==> src/rtl/onewire_register_transaction_assert.svh <==
// Assertion macros used by the 1-Wire register transaction core (owrt_core).
// Needs nothing else; the core includes it by name.
`ifndef ONEWIRE_REGISTER_TRANSACTION_ASSERT_SVH
`define ONEWIRE_REGISTER_TRANSACTION_ASSERT_SVH

// Same-cycle implication, disabled during reset.
`define OW_ASSERT_IMPL(lbl, clk, rst_n, a, b) \
  lbl: assert property (@(posedge clk) disable iff (!rst_n) (a) |-> (b)) \
    else $error("onewire assertion failed");

// Next-cycle implication, disabled during reset.
`define OW_ASSERT_NEXT(lbl, clk, rst_n, a, b) \
  lbl: assert property (@(posedge clk) disable iff (!rst_n) (a) |=> (b)) \
    else $error("onewire assertion failed");

`endif

==> src/rtl/owrt_pkg.sv <==
// Package for the 1-Wire register transaction master: phases, function
// codes, command bytes, timing constants and the result struct. No dependencies.
package owrt_pkg;

  typedef enum logic [2:0] {
    PH_IDLE    = 3'd0,
    PH_RST_LOW = 3'd1,
    PH_RST_REL = 3'd2,
    PH_WR_LOW  = 3'd3,
    PH_WR_REL  = 3'd4,
    PH_RD_LOW  = 3'd5,
    PH_RD_WAIT = 3'd6,
    PH_RD_TAIL = 3'd7
  } ow_phase_e;

  localparam logic [1:0] FUNC_TICK  = 2'd0;
  localparam logic [1:0] FUNC_READ  = 2'd1;
  localparam logic [1:0] FUNC_WRITE = 2'd2;
  localparam logic [1:0] FUNC_COPY  = 2'd3;

  localparam logic [7:0] CMD_SKIP_ROM = 8'hCC;
  localparam logic [7:0] CMD_READ     = 8'h69;
  localparam logic [7:0] CMD_WRITE    = 8'h6C;
  localparam logic [7:0] CMD_COPY     = 8'h48;

  localparam logic [8:0] T_RST_LOW   = 9'd480;
  localparam logic [8:0] T_RST_REL   = 9'd480;
  localparam logic [8:0] T_PRESENCE  = 9'd70;
  localparam logic [8:0] T_W1_LOW    = 9'd6;
  localparam logic [8:0] T_W1_REL    = 9'd64;
  localparam logic [8:0] T_W0_LOW    = 9'd60;
  localparam logic [8:0] T_W0_REL    = 9'd80;
  localparam logic [8:0] T_RD_LOW    = 9'd6;
  localparam logic [8:0] T_RD_SAMPLE = 9'd9;
  localparam logic [8:0] T_RD_TAIL   = 9'd55;

  localparam logic [7:0] TICKS_PER_US_RESET = 8'd8;

  typedef struct packed {
    logic       drive_low;
    logic       busy_res;
    logic       done_res;
    logic [7:0] read_data;
    logic       present;
    logic       rejected;
  } ow_result_t;

endpackage

==> src/rtl/owrt_core.sv <==
// Transaction engine of the 1-Wire master: holds the bus state and advances
// it by one tick per step. Depends on owrt_pkg and the assertion header.
`include "onewire_register_transaction_assert.svh"

module owrt_core (
  input  logic                clk_i,
  input  logic                rst_ni,
  input  logic                step_i,
  input  logic [1:0]          func_i,
  input  logic [7:0]          reg_addr_i,
  input  logic [7:0]          write_data_i,
  input  logic                line_in_i,
  input  logic [7:0]          ticks_per_us_i,
  output owrt_pkg::ow_result_t result_o
);

  owrt_pkg::ow_phase_e phase_q, phase_d;
  logic [2:0] byte_q, byte_d;
  logic [2:0] bit_q, bit_d;
  logic [7:0] shift_q, shift_d;
  logic [8:0] us_q, us_d;
  logic [7:0] div_q, div_d;
  logic [1:0] op_q, op_d;
  logic [7:0] addr_q, addr_d;
  logic [7:0] value_q, value_d;
  logic       pres_q, pres_d;
  logic [7:0] last_q, last_d;

  always_ff @(posedge clk_i or negedge rst_ni) begin
    if (!rst_ni) begin
      phase_q <= owrt_pkg::PH_IDLE;
      byte_q  <= '0;
      bit_q   <= '0;
      shift_q <= '0;
      us_q    <= '0;
      div_q   <= '0;
      op_q    <= '0;
      addr_q  <= '0;
      value_q <= '0;
      pres_q  <= 1'b0;
      last_q  <= '0;
    end else if (step_i) begin
      phase_q <= phase_d;
      byte_q  <= byte_d;
      bit_q   <= bit_d;
      shift_q <= shift_d;
      us_q    <= us_d;
      div_q   <= div_d;
      op_q    <= op_d;
      addr_q  <= addr_d;
      value_q <= value_d;
      pres_q  <= pres_d;
      last_q  <= last_d;
    end
  end

  always_comb begin
    logic       done;
    logic       rej;
    logic       drive;
    logic       bit_val;
    logic       slot_end;
    logic       was_write;
    logic       start_rd;
    logic [8:0] lim;

    phase_d = phase_q;
    byte_d  = byte_q;
    bit_d   = bit_q;
    shift_d = shift_q;
    us_d    = us_q;
    div_d   = div_q;
    op_d    = op_q;
    addr_d  = addr_q;
    value_d = value_q;
    pres_d  = pres_q;
    last_d  = last_q;
    done      = 1'b0;
    rej       = 1'b0;
    slot_end  = 1'b0;
    was_write = 1'b0;
    start_rd  = 1'b0;

    if (func_i != owrt_pkg::FUNC_TICK) begin
      if (phase_q == owrt_pkg::PH_IDLE) begin
        op_d    = func_i;
        addr_d  = reg_addr_i;
        value_d = write_data_i;
        pres_d  = 1'b0;
        byte_d  = '0;
        bit_d   = '0;
        shift_d = '0;
        us_d    = '0;
        div_d   = '0;
        phase_d = owrt_pkg::PH_RST_LOW;
      end else begin
        rej = 1'b1;
      end
    end

    drive = (phase_d == owrt_pkg::PH_RST_LOW) || (phase_d == owrt_pkg::PH_WR_LOW) ||
            (phase_d == owrt_pkg::PH_RD_LOW);
    bit_val = shift_d[0];
    lim     = '0;

    if (phase_d != owrt_pkg::PH_IDLE) begin
      div_d = div_d + 8'd1;
      if ((div_d >= ticks_per_us_i) || (div_d == 8'd0)) begin
        // One microsecond has elapsed: advance the bus timing.
        div_d = '0;
        us_d  = us_d + 9'd1;
        case (phase_d)
          owrt_pkg::PH_RST_LOW: begin
            if (us_d >= owrt_pkg::T_RST_LOW) begin
              phase_d = owrt_pkg::PH_RST_REL;
              us_d    = '0;
            end
          end
          owrt_pkg::PH_RST_REL: begin
            if (us_d == owrt_pkg::T_PRESENCE) pres_d = ~line_in_i;
            if (us_d >= owrt_pkg::T_RST_REL) begin
              byte_d  = '0;
              bit_d   = '0;
              shift_d = owrt_pkg::CMD_SKIP_ROM;
              us_d    = '0;
              phase_d = owrt_pkg::PH_WR_LOW;
            end
          end
          owrt_pkg::PH_WR_LOW: begin
            lim = bit_val ? owrt_pkg::T_W1_LOW : owrt_pkg::T_W0_LOW;
            if (us_d >= lim) begin
              phase_d = owrt_pkg::PH_WR_REL;
              us_d    = '0;
            end
          end
          owrt_pkg::PH_WR_REL: begin
            lim = bit_val ? owrt_pkg::T_W1_REL : owrt_pkg::T_W0_REL;
            if (us_d >= lim) begin
              slot_end  = 1'b1;
              was_write = 1'b1;
            end
          end
          owrt_pkg::PH_RD_LOW: begin
            if (us_d >= owrt_pkg::T_RD_LOW) begin
              phase_d = owrt_pkg::PH_RD_WAIT;
              us_d    = '0;
            end
          end
          owrt_pkg::PH_RD_WAIT: begin
            if (us_d >= owrt_pkg::T_RD_SAMPLE) begin
              shift_d = {line_in_i, shift_d[7:1]};
              phase_d = owrt_pkg::PH_RD_TAIL;
              us_d    = '0;
            end
          end
          owrt_pkg::PH_RD_TAIL: begin
            if (us_d >= owrt_pkg::T_RD_TAIL) slot_end = 1'b1;
          end
          default: begin
            phase_d = owrt_pkg::PH_IDLE;
            us_d    = '0;
            div_d   = '0;
            byte_d  = '0;
            bit_d   = '0;
          end
        endcase
      end
    end

    if (slot_end) begin
      if (was_write) shift_d = {1'b0, shift_d[7:1]};
      if (bit_d < 3'd7) begin
        bit_d   = bit_d + 3'd1;
        start_rd = (op_d == owrt_pkg::FUNC_READ) && (byte_d == 3'd3);
        us_d    = '0;
        phase_d = start_rd ? owrt_pkg::PH_RD_LOW : owrt_pkg::PH_WR_LOW;
      end else begin
        bit_d  = '0;
        byte_d = byte_d + 3'd1;
        if ((byte_d >= 3'd4) ||
            ((op_d == owrt_pkg::FUNC_COPY) && (byte_d >= 3'd3))) begin
          if (op_d == owrt_pkg::FUNC_READ) last_d = shift_d;
          phase_d = owrt_pkg::PH_IDLE;
          us_d    = '0;
          div_d   = '0;
          byte_d  = '0;
          bit_d   = '0;
          done    = 1'b1;
        end else begin
          if (byte_d == 3'd1) begin
            case (op_d)
              owrt_pkg::FUNC_READ:  shift_d = owrt_pkg::CMD_READ;
              owrt_pkg::FUNC_WRITE: shift_d = owrt_pkg::CMD_WRITE;
              default:              shift_d = owrt_pkg::CMD_COPY;
            endcase
          end else if (byte_d == 3'd2) begin
            shift_d = addr_d;
          end else begin
            shift_d = (op_d == owrt_pkg::FUNC_WRITE) ? value_d : 8'h00;
          end
          start_rd = (op_d == owrt_pkg::FUNC_READ) && (byte_d == 3'd3);
          us_d     = '0;
          phase_d  = start_rd ? owrt_pkg::PH_RD_LOW : owrt_pkg::PH_WR_LOW;
        end
      end
    end

    result_o.drive_low = drive;
    result_o.busy_res  = (phase_d != owrt_pkg::PH_IDLE);
    result_o.done_res  = done;
    result_o.read_data = last_d;
    result_o.present   = pres_d;
    result_o.rejected  = rej;
  end

  // A finishing step must leave the engine idle.
  `OW_ASSERT_NEXT(a_done_idle, clk_i, rst_ni, step_i && result_o.done_res,
                  phase_q == owrt_pkg::PH_IDLE)
  // A start request while a transaction runs is reported as rejected.
  `OW_ASSERT_IMPL(a_busy_reject, clk_i, rst_ni,
                  step_i && (phase_q != owrt_pkg::PH_IDLE) && (func_i != owrt_pkg::FUNC_TICK),
                  result_o.rejected)
  // Timers are cleared whenever the engine rests.
  `OW_ASSERT_IMPL(a_idle_clear, clk_i, rst_ni, phase_q == owrt_pkg::PH_IDLE,
                  (div_q == 8'd0) && (us_q == 9'd0) && (bit_q == 3'd0))

endmodule

==> src/rtl/onewire_register_transaction.sv <==
// Dataflow: an accepted tick is held in the input register, the core computes its result
// from there in the step, and the result is registered in the output register for transfer.
// Throughput: one tick per cycle, as the engine finishes a tick in one step; a waiting result
// stalls the input only once the input register also holds a tick.
// Reset (rst_ni, asynchronous, active low): engine idle, engine state zero, ticks_per_us 8,
// no result pending. Top level; depends on owrt_pkg and owrt_core.
module onewire_register_transaction (
  input  logic       clk_i,
  input  logic       rst_ni,
  input  logic       cfg_we_i,
  input  logic [7:0] cfg_wdata_i,
  input  logic       in_valid_i,
  output logic       in_ready_o,
  input  logic [1:0] func_i,
  input  logic [7:0] reg_addr_i,
  input  logic [7:0] write_data_i,
  input  logic       line_in_i,
  output logic       out_valid_o,
  input  logic       out_ready_i,
  output logic       drive_low_o,
  output logic       busy_res_o,
  output logic       done_res_o,
  output logic [7:0] read_data_o,
  output logic       present_o,
  output logic       rejected_o
);

  logic [7:0] tpu_q;
  logic       s1_valid_q;
  logic [1:0] s1_func_q;
  logic [7:0] s1_addr_q;
  logic [7:0] s1_data_q;
  logic       s1_line_q;
  logic       out_valid_q;
  owrt_pkg::ow_result_t res;
  owrt_pkg::ow_result_t out_q;
  logic       advance;
  logic       in_take;
  logic       step;

  assign advance    = ~out_valid_q | out_ready_i;
  assign in_ready_o = ~s1_valid_q | advance;
  assign in_take    = in_valid_i & in_ready_o;
  assign step       = s1_valid_q & advance;

  always_ff @(posedge clk_i or negedge rst_ni) begin
    if (!rst_ni) begin
      tpu_q       <= owrt_pkg::TICKS_PER_US_RESET;
      s1_valid_q  <= 1'b0;
      out_valid_q <= 1'b0;
    end else begin
      if (cfg_we_i) tpu_q <= cfg_wdata_i;
      if (in_take) begin
        s1_valid_q <= 1'b1;
      end else if (advance) begin
        s1_valid_q <= 1'b0;
      end
      if (advance) out_valid_q <= s1_valid_q;
    end
  end

  always_ff @(posedge clk_i) begin
    if (in_take) begin
      s1_func_q <= func_i;
      s1_addr_q <= reg_addr_i;
      s1_data_q <= write_data_i;
      s1_line_q <= line_in_i;
    end
    if (step) out_q <= res;
  end

  owrt_core u_core (
    .clk_i          (clk_i),
    .rst_ni         (rst_ni),
    .step_i         (step),
    .func_i         (s1_func_q),
    .reg_addr_i     (s1_addr_q),
    .write_data_i   (s1_data_q),
    .line_in_i      (s1_line_q),
    .ticks_per_us_i (tpu_q),
    .result_o       (res)
  );

  assign out_valid_o = out_valid_q;
  assign drive_low_o = out_q.drive_low;
  assign busy_res_o  = out_q.busy_res;
  assign done_res_o  = out_q.done_res;
  assign read_data_o = out_q.read_data;
  assign present_o   = out_q.present;
  assign rejected_o  = out_q.rejected;

endmodule
==> config.mk <==
export PLATFORM = sky130hd
export DESIGN_NAME = onewire_register_transaction
export DESIGN_NICKNAME = d
export VERILOG_FILES = /design/src/rtl/owrt_pkg.sv /design/src/rtl/owrt_core.sv /design/src/rtl/onewire_register_transaction.sv
export VERILOG_INCLUDE_DIRS = /design/src /design/src/rtl
export SDC_FILE = /design/constraint.sdc
export NUM_CORES = 1
export LEC_CHECK = 0
export BUFFER_PORTS_ARGS = -buffer_cell sky130_fd_sc_hd__buf_2
export CORE_MARGIN = 2
export CORE_UTILIZATION = 30
export CTS_CLUSTER_SIZE = 28
export DETAILED_ROUTE_END_ITERATION = 12
export GPL_ROUTABILITY_DRIVEN = 0
export GPL_TIMING_DRIVEN = 1
export SYNTH_ARGS = -nofsm -noshare
export SYNTH_HDL_FRONTEND = slang
export SYNTH_HIERARCHICAL = 1
export SYNTH_SLANG_ARGS = --single-unit
==> constraint.sdc <==
create_clock -name clk_i -period 7.25 [get_ports clk_i]
set_input_delay 1.45 -clock clk_i [delete_from_list [all_inputs] [get_ports clk_i]]
set_output_delay 1.45 -clock clk_i [all_outputs]
set_load 0.005 [all_outputs]
==> summary by stage, run 1 <==
Floorplanning
The die outline area is around 22000 sq um. The core area is 20200 sq um. The initial standard-cell utilization of the core is between 30 and 40%. The horizontal die dimension is 147 um. The die height is 147 um. The number of cell rows is 52.

The number of ports placed on the die boundary is 47.

Global routing
In the global route stage, overall resource usage came out at 14.0%. The number of antenna violations at the first check in global routing is 0. The via count of the first global-routing pass came to roughly 4700. The wire length of the first global-routing pass is approximately 25000 um. The total overflow left after global routing is 0. Entering global routing, the biggest net connects 72 pins.

CTS
The hold buffer count at cts is 0. Buffers inserted during clock tree synthesis total 9. The clock-pin slew on the worst setup and hold paths is 0.08 ns. The number of clock sinks seen by CTS is between 100 and 150.

The maximum clock insertion buffer count is 2. In this run the post-CTS setup repair buffer count came out at 0. At the later pin of the worst-skew pair, clock insertion delay measures ~0.35 ns. The number of H-tree levels is 3. CTS placed an instance of clkbuf_16 at the clock tree root. The number of cells upsized or downsized after cts is 0. TritonCTS built the clock tree.

Cells and area
Fill cells in the final layout number roughly 2100. The finished layout holds 929 standard cells, fillers aside. In the layout the commonest cells are 81 x nand2_1, 70 x dfrtp_1, 45 x buf_2, 45 x nor2_1, 33 x o21ai_0. The final cell utilization of the core is 34.3%. The layout-stage area growth over the synthesis result is 12.4%.

The area of all placed cells without fillers is just under 7000 sq um. At the end of the flow, the number of nets in the layout was ~720. The ratio of cells with drive above 1 in the final layout is roughly 18%. The library cell used most frequently in the layout, excluding fill and tap cells, is nand2_1.

The repair_antennas step left the layout with diodes totalling 0.

Timing
The final-report hold violation count is 0. The remaining max-slew budget at the tightest pin is ~38%. The tightest hold path in the finished design has a slack of just under 0.5 ns. The actual transition at the worst max-transition pin is just over 0.9 ns. Clock skew on the completed layout was measured at ~0.0084 ns. The accumulated negative setup slack is 0 ns. The worst path in the final design needs a cycle of 5.62 ns, including I/O delays and setup.

Setup repair after global routing left no endpoint under its margin. Static timing analysis puts the maximum clock frequency at about 180 MHz. The max-slew violation count was 0. The post-route fraction of the period consumed by the critical path is 77.6%. The final worst slack is between 1.5 and 2 ns.

The total setup violations reported at the end of the flow is 0.

Power
The leakage power is around 2.9 nW. The peak supply drop is 135 uV. In this run the power density over the cells is between 200 and 300 nW/um^2. The total power is 1.81 mW.

Placement
The HPWL after detailed placement is about 11000 um. The number of placed instances with taps included is roughly 910. The post-place setup slack is between 1.5 and 2 ns. After detailed placement, the total cell area comes to 6620 sq um. The count of buffers added on input and output ports is 46.

Synth
The number of warnings printed during yosys synthesis is 6. For this run, asynchronously set or reset flops after synthesis account for between 60% and 70%. The most used flip-flop cell after synthesis is dfrtp_1.

After synthesis, the netlist uses 76 different library cells. The post-synthesis sequential area ratio is 44.5%. The post-synthesis cell area is 6160 sq um. Counting flops with a built-in enable in the synthesized netlist gives 32. Averaged over all synthesized cells, the footprint is 9.92 sq um. The number of synthesized register bits is ~100. Synthesis produced a netlist with a net count of between 600 and 700. After technology mapping, the gate count stands at approximately 620.

Drt
In this run, the number of DRC markers left after iteration 0 of detailed routing was approximately 440. Summing over every cut layer, the via total after detailed routing is around 4900. After detailed routing, the number of remaining DRC violations is 0. The antenna violation net count after detailed routing is 0. Dividing the detail-routed wire length by the instance count gives between 15 and 20 um. The detailed-route wire length is ~15000 um. The first TritonRoute pass finished after 7 iterations. After detailed routing, the number of vias per cell comes to about 5.3.

Outcome
The flow ran to the end, and the final reports show no timing, DRC or antenna violations.

Job
Max-cap violations in this run came to 0.

Min path
The classification of the worst-slack hold path is reg -> reg.

Setup path
The worst setup path is launched from a register. Data arrives at the worst endpoint at ~5.9 ns. The largest fanout of any net on the critical path is 22. The worst setup path is captured at a register.

The critical path in this run is classified as reg -> reg. The critical path required time is roughly 7.5 ns. The internal reg-to-reg setup slack is between 1.5 and 2 ns.
## Yosys cell counts, types with 5 or more instances
master     number  area [sq um]
a211oi_1        5          37.5
a21o_1         10          75.1
a21oi_1        21           105
a31oi_1         5          31.3
and2_1         15          93.8
and3_1          6          37.5
buf_2           5          25.0
clkbuf_1       15          56.3
dfrtp_1        70          1750
edfxtp_1       32           961
ha_1           29           363
inv_1          24          90.1
mux2_2         24           270
mux2_4          8           120
mux2i_1        20           200
nand2_1        81           304
nand2b_1        5          31.3
nand3_1        24           120
nor2_1         45           169
nor2b_1         5          31.3
nor3_1          6          30.0
o211ai_1        5          37.5
o21ai_0        33           165
o21ai_1         8          40.0
o221ai_1        5          43.8
o22ai_1         6          37.5
o2bb2ai_1       6          52.6
o31ai_1         5          37.5
or3_1           6          37.5
xnor2_1         6          52.6
## flip-flops by register name, summed over array words and instances (netlist names), 2 cells and up
signal and flops:
read_data_o 8, s1_addr_q 8, s1_data_q 8, s1_func_q 2, tpu_q 8, u_core/addr_q 8, u_core/bit_q 3, u_core/byte_q 3
u_core/div_q 8, u_core/last_q 8, u_core/op_q 2, u_core/phase_q 3, u_core/shift_q 8, u_core/us_q 9, u_core/value_q 8
## report_power, final
part | leakage (nW) | total [mW] | switching [mW] | internal, mW
registers | 1.22 | 0.764 | 0.0714 | 0.692
logic | 1.49 | 0.546 | 0.320 | 0.227
clock network | 0.151 | 0.503 | 0.231 | 0.273
## layout make-up
type	count	area (sq um)	area share, %
clock inverter	7	78.8	1.14
multi-input combinational	464	3180	45.9
clock buffer	9	225	3.25
timing repair buffer	51	270	3.90
inverter	25	93.8	1.35
tap	270	338	4.88
sequential	103	2740	39.5
## final timing paths
path	from	to	cells after the start
min in group asynchronous	rst_ni	u_core/us_q[5]	1
min reg2reg	u_core/last_q[3]	u_core/last_q[3]	2
max in group asynchronous	rst_ni	u_core/phase_q[2]	1
max reg2reg	u_core/phase_q[2]	u_core/shift_q[6]	24
max	u_core/phase_q[2]	u_core/shift_q[6]	24
min	u_core/last_q[3]	u_core/last_q[3]	2
## per-layer routing
layer,vias to the layer above,global-route usage (%),wire length [um]
li1,2350,-,-
met1,2334,20.3,6980
met2,170,21.1,6440
met3,31,1.99,824
met4,0,5.38,392
met5,-,0,0
## cell families (layout without fill, tap and decap cells)
group	count (synthesis)	count (layout)	synth area share [%]
muxes	52	52	9.59
adders and majority gates	29	29	5.89
DFF	103	103	44.5
AOI/OAI and AO/OA	160	160	18.4
and+or+nand+nor	213	213	16.4
buffers and inverters	54	92	3.90
xor gates and xnor gates	10	10	1.42
## worst max-delay path, stage by stage, from the launching register on
cell and delay, ns:
dfrtp_1 0.62, nor3_2 0.38, nand2_1 0.13, and2_1 0.21, ha_1 0.22, nand3_1 0.10, xor2_1 0.15, nor2_1 0.08
ha_1 0.31, o2111ai_1 0.13, o221a_2 0.33, o22a_1 0.20, buf_4 0.19, o22ai_1 0.14, nand2_1 0.21, nand2_1 0.19
inv_1 0.08, ha_1 0.20, ha_1 0.32, nand2_1 0.19, nand2_1 0.27, o221ai_1 0.20, and3_1 0.23, a21o_1 0.14
a221o_1 0.28
Power figures use the tool's default switching activity.
==> inputs of run 2 (changes only) <==
clock period = 5.2 ns   (was 7.25 ns; I/O delays follow)
==> summary by stage, run 2 (same netlist as run 1, synthesis figures left out) <==
Placement
Detailed placement finished with a half-perimeter wire length of roughly 11000 um. The number of input and output port buffers inserted is between 40 and 50.

Setup path
The critical path in this run is classified as reg -> reg. The worst setup path is launched from a register. The critical path arrival is roughly 4.9 ns. The critical path required time is 5.31 ns.

Of all nets on the critical path, the largest fanout is 13. The worst setup path is captured at a register.

Min path
The classification of the worst-slack hold path is reg -> reg.

Global routing
The via count of the first global-routing pass is between 4000 and 5000. The total global routing overflow is 0. The number of antenna violations at the first check in global routing is 0. The wire length of the first global-routing pass is roughly 24000 um. The largest net degree at the start of global routing is 72. Global routing consumed, over all layers together, between 10% and 20% of the routing resources.

Floorplanning
From bottom edge to top edge, the die measures approximately 150 um. The number of cell rows is 52. For this configuration, the core starts out at a cell density of 30.5%. The die covers 21700 sq um. The region available for standard cell placement spans 20200 sq um. The number of ports placed on the die boundary is 47. The horizontal die dimension is between 100 and 150 um.

Job
The number of max-cap violations is 0.

Timing
The highest attainable clock frequency is around 210 MHz. Setup violations remaining at the end of the flow were counted as 0. Summed over all failing endpoints, the final setup total negative slack is 0 ns. Dividing the final minimum period by the clock period gives between 90% and 100%. The max-slew violation count was 0. Clock skew on the completed layout was measured at 0.00933 ns. The remaining max-slew budget at the tightest pin is between 30% and 40%. The final-report hold violation count was 0. The shortest period the worst path allows is a little under 5 ns. Setup repair after global routing left no endpoint under its margin. The actual transition at the worst max-transition pin is 0.956 ns.

CTS
The number of clock sinks seen by CTS is 103. Counting the buffers created by CTS gives 9. CTS built an H-tree with a depth of 3. Buffers inserted to repair hold after CTS numbered 0. The worst-skew pair later-pin latency is between 0.3 and 0.4 ns. The root buffer cell chosen for the clock tree is clkbuf_16. The clock-pin slew on the worst setup and hold paths is approximately 0.080 ns.

The TritonCTS clock tree is yes. The clock passes through at most 2 buffers.

Cells and area
The post-layout net count is 730. The total inserted antenna cells is 0. The layout-stage area growth over the synthesis result is 14.8%.

The ratio of cells with drive above 1 in the final layout is between 20 and 25%. The register with the most flip-flops in the layout has 9 of them. The layout has roughly 2100 filler cells.

The register with the most flip-flops is u_core/us_q. The library cell used most frequently in the layout, excluding fill and tap cells, is nand2_1. The top cell types in the final layout, fill and taps aside, are 78 x nand2_1, 70 x dfrtp_1, 45 x buf_2, 44 x nor2_1, 33 x o21ai_0.

Drt
The count of vias placed by the detailed router is 4851. The count of routing violations after the opening detailed-route iteration is ~300. In the final routed layout, each cell accounts on average for between 15 and 20 um. The antenna violation net count after detailed routing is 0. The vias per cell is 5.14. Before antenna repair, the detailed router went through 5 iterations. The detailed-route wire length is about 14000 um.

The DRC violation count after routing is 0.

Outcome
The run finished with clean final reports.

Power
In this run the power density over the cells is about 360 nW/um^2. The leakage power is roughly 2.9 nW. The peak supply drop is ~260 uV. The total power is around 2.5 mW.
==> run 2: power by group <==
part	internal, mW	switching [mW]
combinational	0.341	0.457
clock	0.367	0.328
sequential	0.966	0.0899
==> run 2: area by class of cell <==
cell class | count | area (sq um) | share of cell area [%]
Sequential cell | 103 | 2740 | 38.7
Timing Repair Buffer | 66 | 383 | 5.41
Clock inverter | 6 | 61.3 | 0.867
Clock buffer | 10 | 250 | 3.54
Tap cell | 270 | 338 | 4.78
Inverter | 25 | 93.8 | 1.33
Multi-Input combinational cell | 464 | 3210 | 45.3
==> run 2: worst paths after layout <==
check                             startpoint                end  slack [ns]  cells after the start
worst min register to register    s1_valid_q        out_valid_o        0.48                      1
min in group asynchronous             rst_ni     u_core/us_q[3]        0.79                      1
worst min-delay path              s1_valid_q        out_valid_o        0.48                      1
worst max register to register  s1_func_q[1]     read_data_o[7]        0.37                     22
max in group asynchronous             rst_ni  u_core/value_q[2]        3.74                      1
worst max-delay path            s1_func_q[1]     read_data_o[7]        0.37                     22
==> run 2: repair_timing <==
| item | 4_1_cts | 5_1_grt |
|---|---|---|
| resized for setup | 0 | 7 |
| setup buffers | 0 | 0 |
| endpoints found under the setup margin | 0 | 21 |
==> run 2: metal layers <==
| layer | GRT usage (%) | routed length, um |
|---|---|---|
| met3 | 2.92 | 832 |
| met2 | 20.6 | 6330 |
| met1 | 20.2 | 7030 |
| met5 | 0 | 0 |
| met4 | 4.57 | 303 |
==> run 2: worst max-delay path, stage by stage (launching register included) <==
cell       delay (ns)
edfxtp_1         0.42
or2_2            0.34
nand2_1          0.13
and2_1           0.19
ha_1             0.23
nand3_1          0.10
xor2_1           0.14
nor2_1           0.08
ha_1             0.31
o2111ai_1        0.12
o221a_2          0.32
o22a_1           0.23
o22ai_1          0.13
nand2_1          0.10
nand2_1          0.13
inv_1            0.08
ha_1             0.21
ha_1             0.34
nand2_1          0.17
nand3_1          0.11
nor2_2           0.19
nand2_2          0.19
mux2_2           0.33
==> run 2: through the flow <==
stage / util [%] / area, sq um / instances / setup WS [ns] / hold WS (ns)
detailed placement: 33.4 / 6740 / 928 / 0.285 / 0.465
global placement: 33.4 / 6740 / 928 / 0.466 / 0.460
finish: 35.1 / 7070 / 944 / 0.370 / 0.482
floorplan: - / 6160 / 621 / 0.135 / 0.448
CTS: 34.9 / 7050 / 944 / 0.275 / 0.485
global route: 35.1 / 7070 / 944 / 0.0116 / 0.504
==> inputs of run 3 (changes only) <==
clock period = 5.8 ns   (was 5.2 ns; I/O delays follow)
==> summary by stage, run 3 (same netlist as run 1, synthesis figures left out) <==
Timing
The shortest period the worst path allows is between 5 and 6 ns. The setup clock skew after layout is between 0.007 and 0.008 ns. The highest attainable clock frequency is 189 MHz.

The final worst slack is 0.512 ns. Headroom to the max-slew limit came out at a little over a third. The final-report hold violation count came to 0. Setup total negative slack on the finished layout was measured at 0 ns.

The actual transition at the worst max-transition pin is 0.967 ns. The final critical path takes up about 91% of the cycle. The max-slew violation count is 0. The total setup violations reported at the end of the flow is 0.

Setup repair after global routing left no endpoint under its margin.

Global routing
The total global routing overflow is 0. The largest net degree at the start of global routing is just over 70. The via count of the first global-routing pass was about 4700.

The first global-routing pass estimated ~25000 um of wire. The aggregate global-route resource usage is approximately 14%. The number of antenna violations at the first check in global routing is 0.

Floorplanning
In this run the vertical extent of the chip is around 150 um. The number of cell rows is 52. The initial standard-cell utilization of the core is just over 30%. The core area is approximately 20000 sq um. The die covers around 22000 sq um.

During I/O placement, the number of pins put on the boundary was 47. Measured along the x axis, the die boundary spans around 150 um.

Cells and area
The total inserted antenna cells is 0. The flip-flop count of the largest register, all copies and words added is 9. The library cells used most frequently in the layout, excluding fill and tap cells, are 81 x nand2_1, 70 x dfrtp_1, 45 x buf_2, 45 x nor2_1, 33 x o21ai_0. In the final layout, the share of cells above drive strength 1 is approximately 18%. The final layout contains between 700 and 800 nets. Registers take between 2000 and 3000 sq um. Ranked by flip-flop count, first place goes to u_core/us_q. Fill cells in the final layout number ~2100.

The layout-stage area growth over the synthesis result is 13.1%. In the final layout, the multi-input gates occupy between 3000 and 4000 sq um. Leaving out fill and tap cells, the most frequent cell in the layout is nand2_1.

Setup path
At the worst endpoint, the required time is a little over 6 ns. Traced cell by cell, the critical path runs through nor3_4, nand2_1, and2_1, ha_1, nand3_1, xor2_1, nor2_1, ha_1, o2111ai_1, o221a_2, o22a_1, o22ai_1, nand2_1, nand2_1, inv_1, ha_1, ha_1, nand2_1, nand2_1, o221ai_1, and3_1, a21o_1, a221o_1. The slowest library cell on the worst path is dfrtp_1. The nature of the critical path startpoint is a register.

Data on the critical path arrives at its endpoint at ~5.5 ns. In this design, the critical path's most frequently occurring cell is nand2_1. The largest fanout of any net on the critical path is 15. The critical path in this run is classified as reg -> reg.

The biggest cell delay along the critical path is 0.55 ns. The worst setup path is captured at a register.

CTS
The number of H-tree levels is 3. The root cell of the clock tree is clkbuf_16. The number of clock sinks seen by CTS is between 100 and 150. The clock-pin slew on the worst setup and hold paths is roughly 0.07 ns. The number of setup buffers added after CTS is 0. TritonCTS built the clock tree.

The clock reaches the later pin of the worst-skew pair after around 0.36 ns. The number of buffers created by CTS is 9. For this design, the CTS-stage hold fixing added 0 buffers.

The maximum clock insertion buffer count is 2.

Placement
The number of input and output port buffers inserted is 46. The sum of net half-perimeters after detailed placement is 10700 um. The post-place setup slack is roughly 0.5 ns.

Drt
The count of vias placed by the detailed router is just under 5000. The detail route stage leaves a number of antenna-violating nets equal to 0. The first detailed-routing pass ran for 4 iterations. The final routed wire length divided by cell count is about 16 um. The DRC violation count after routing is 0. The detailed-route wire length is between 10000 and 15000 um.

The count of routing violations after the opening detailed-route iteration is 326. The vias per cell is between 5 and 6.

Power
The total power is about 2.3 mW. The cell area power density is about 330 nW/um^2. In this run the static leakage power is around 2.9 nW. The peak supply drop is between 200 and 250 uV.

Outcome
The run finished with clean final reports.

Job
The number of max-cap violations is 0.

Min path
The classification of the worst-slack hold path is reg -> reg.
[run 3: timing repair]
| item | in CTS | in global routing |
|---|---|---|
| gates resized for setup | 0 | 1 |
| setup endpoints to repair | 0 | 1 |
| endpoints found under the hold margin | 0 | 0 |
[run 3: worst paths after layout]
kind,startpoint,to,slack (ns),cells after the start
worst min-delay path,u_core/last_q[3],u_core/last_q[3],0.48,2
worst min register to register,u_core/last_q[3],u_core/last_q[3],0.48,2
max in group asynchronous,rst_ni,u_core/div_q[7],4.22,1
worst max register to register,u_core/phase_q[1],u_core/shift_q[6],0.51,23
worst max-delay path,u_core/phase_q[1],u_core/shift_q[6],0.51,23
min in group asynchronous,rst_ni,u_core/us_q[5],0.89,1
[run 3: worst max-delay path, delay by kind of cell (launching register included)]
kind	cells	cell delay (ns)
compound gates	7	1.44
fa+ha+maj	4	1.04
xor+xnor	1	0.14
flops	1	0.55
simple gates	10	1.92
buf+inv	1	0.08
[run 3: cell type report]
class / instances / area share (%)
flip-flops and latches: 103 / 39.3
inverters: 25 / 1.35
well taps: 270 / 4.85
multi-input cells: 464 / 45.8
repair buffers: 56 / 4.42
clock buffers: 10 / 3.43
clock inverters: 6 / 0.898
[run 3: report_power, final]
part | switching (mW) | total (mW) | internal, mW
logic | 0.406 | 0.699 | 0.293
registers | 0.0874 | 0.953 | 0.865
clock network | 0.300 | 0.615 | 0.314
total | 0.794 | 2.27 | 1.47
[run 3: per-stage QoR]
| step | hold slack, ns | std cells | util, % | area [sq um] |
|---|---|---|---|---|
| detailed placement | 0.471 | 918 | 33.0 | 6660 |
| CTS | 0.492 | 934 | 34.5 | 6960 |
| finish | 0.484 | 934 | 34.5 | 6970 |
| floorplan | 0.448 | 621 | - | 6160 |
| global placement | 0.458 | 918 | 33.0 | 6660 |
| global route | 0.511 | 934 | 34.5 | 6970 |
[run 3: per-layer routing]
layer / GRT usage (%) / part of all wire, % / wire [um]
met5: 0 / 0 / 0
met2: 21.9 / 45 / 6560
met4: 5.05 / 1.6 / 240
met3: 2.98 / 5.0 / 732
met1: 19.8 / 49 / 7190
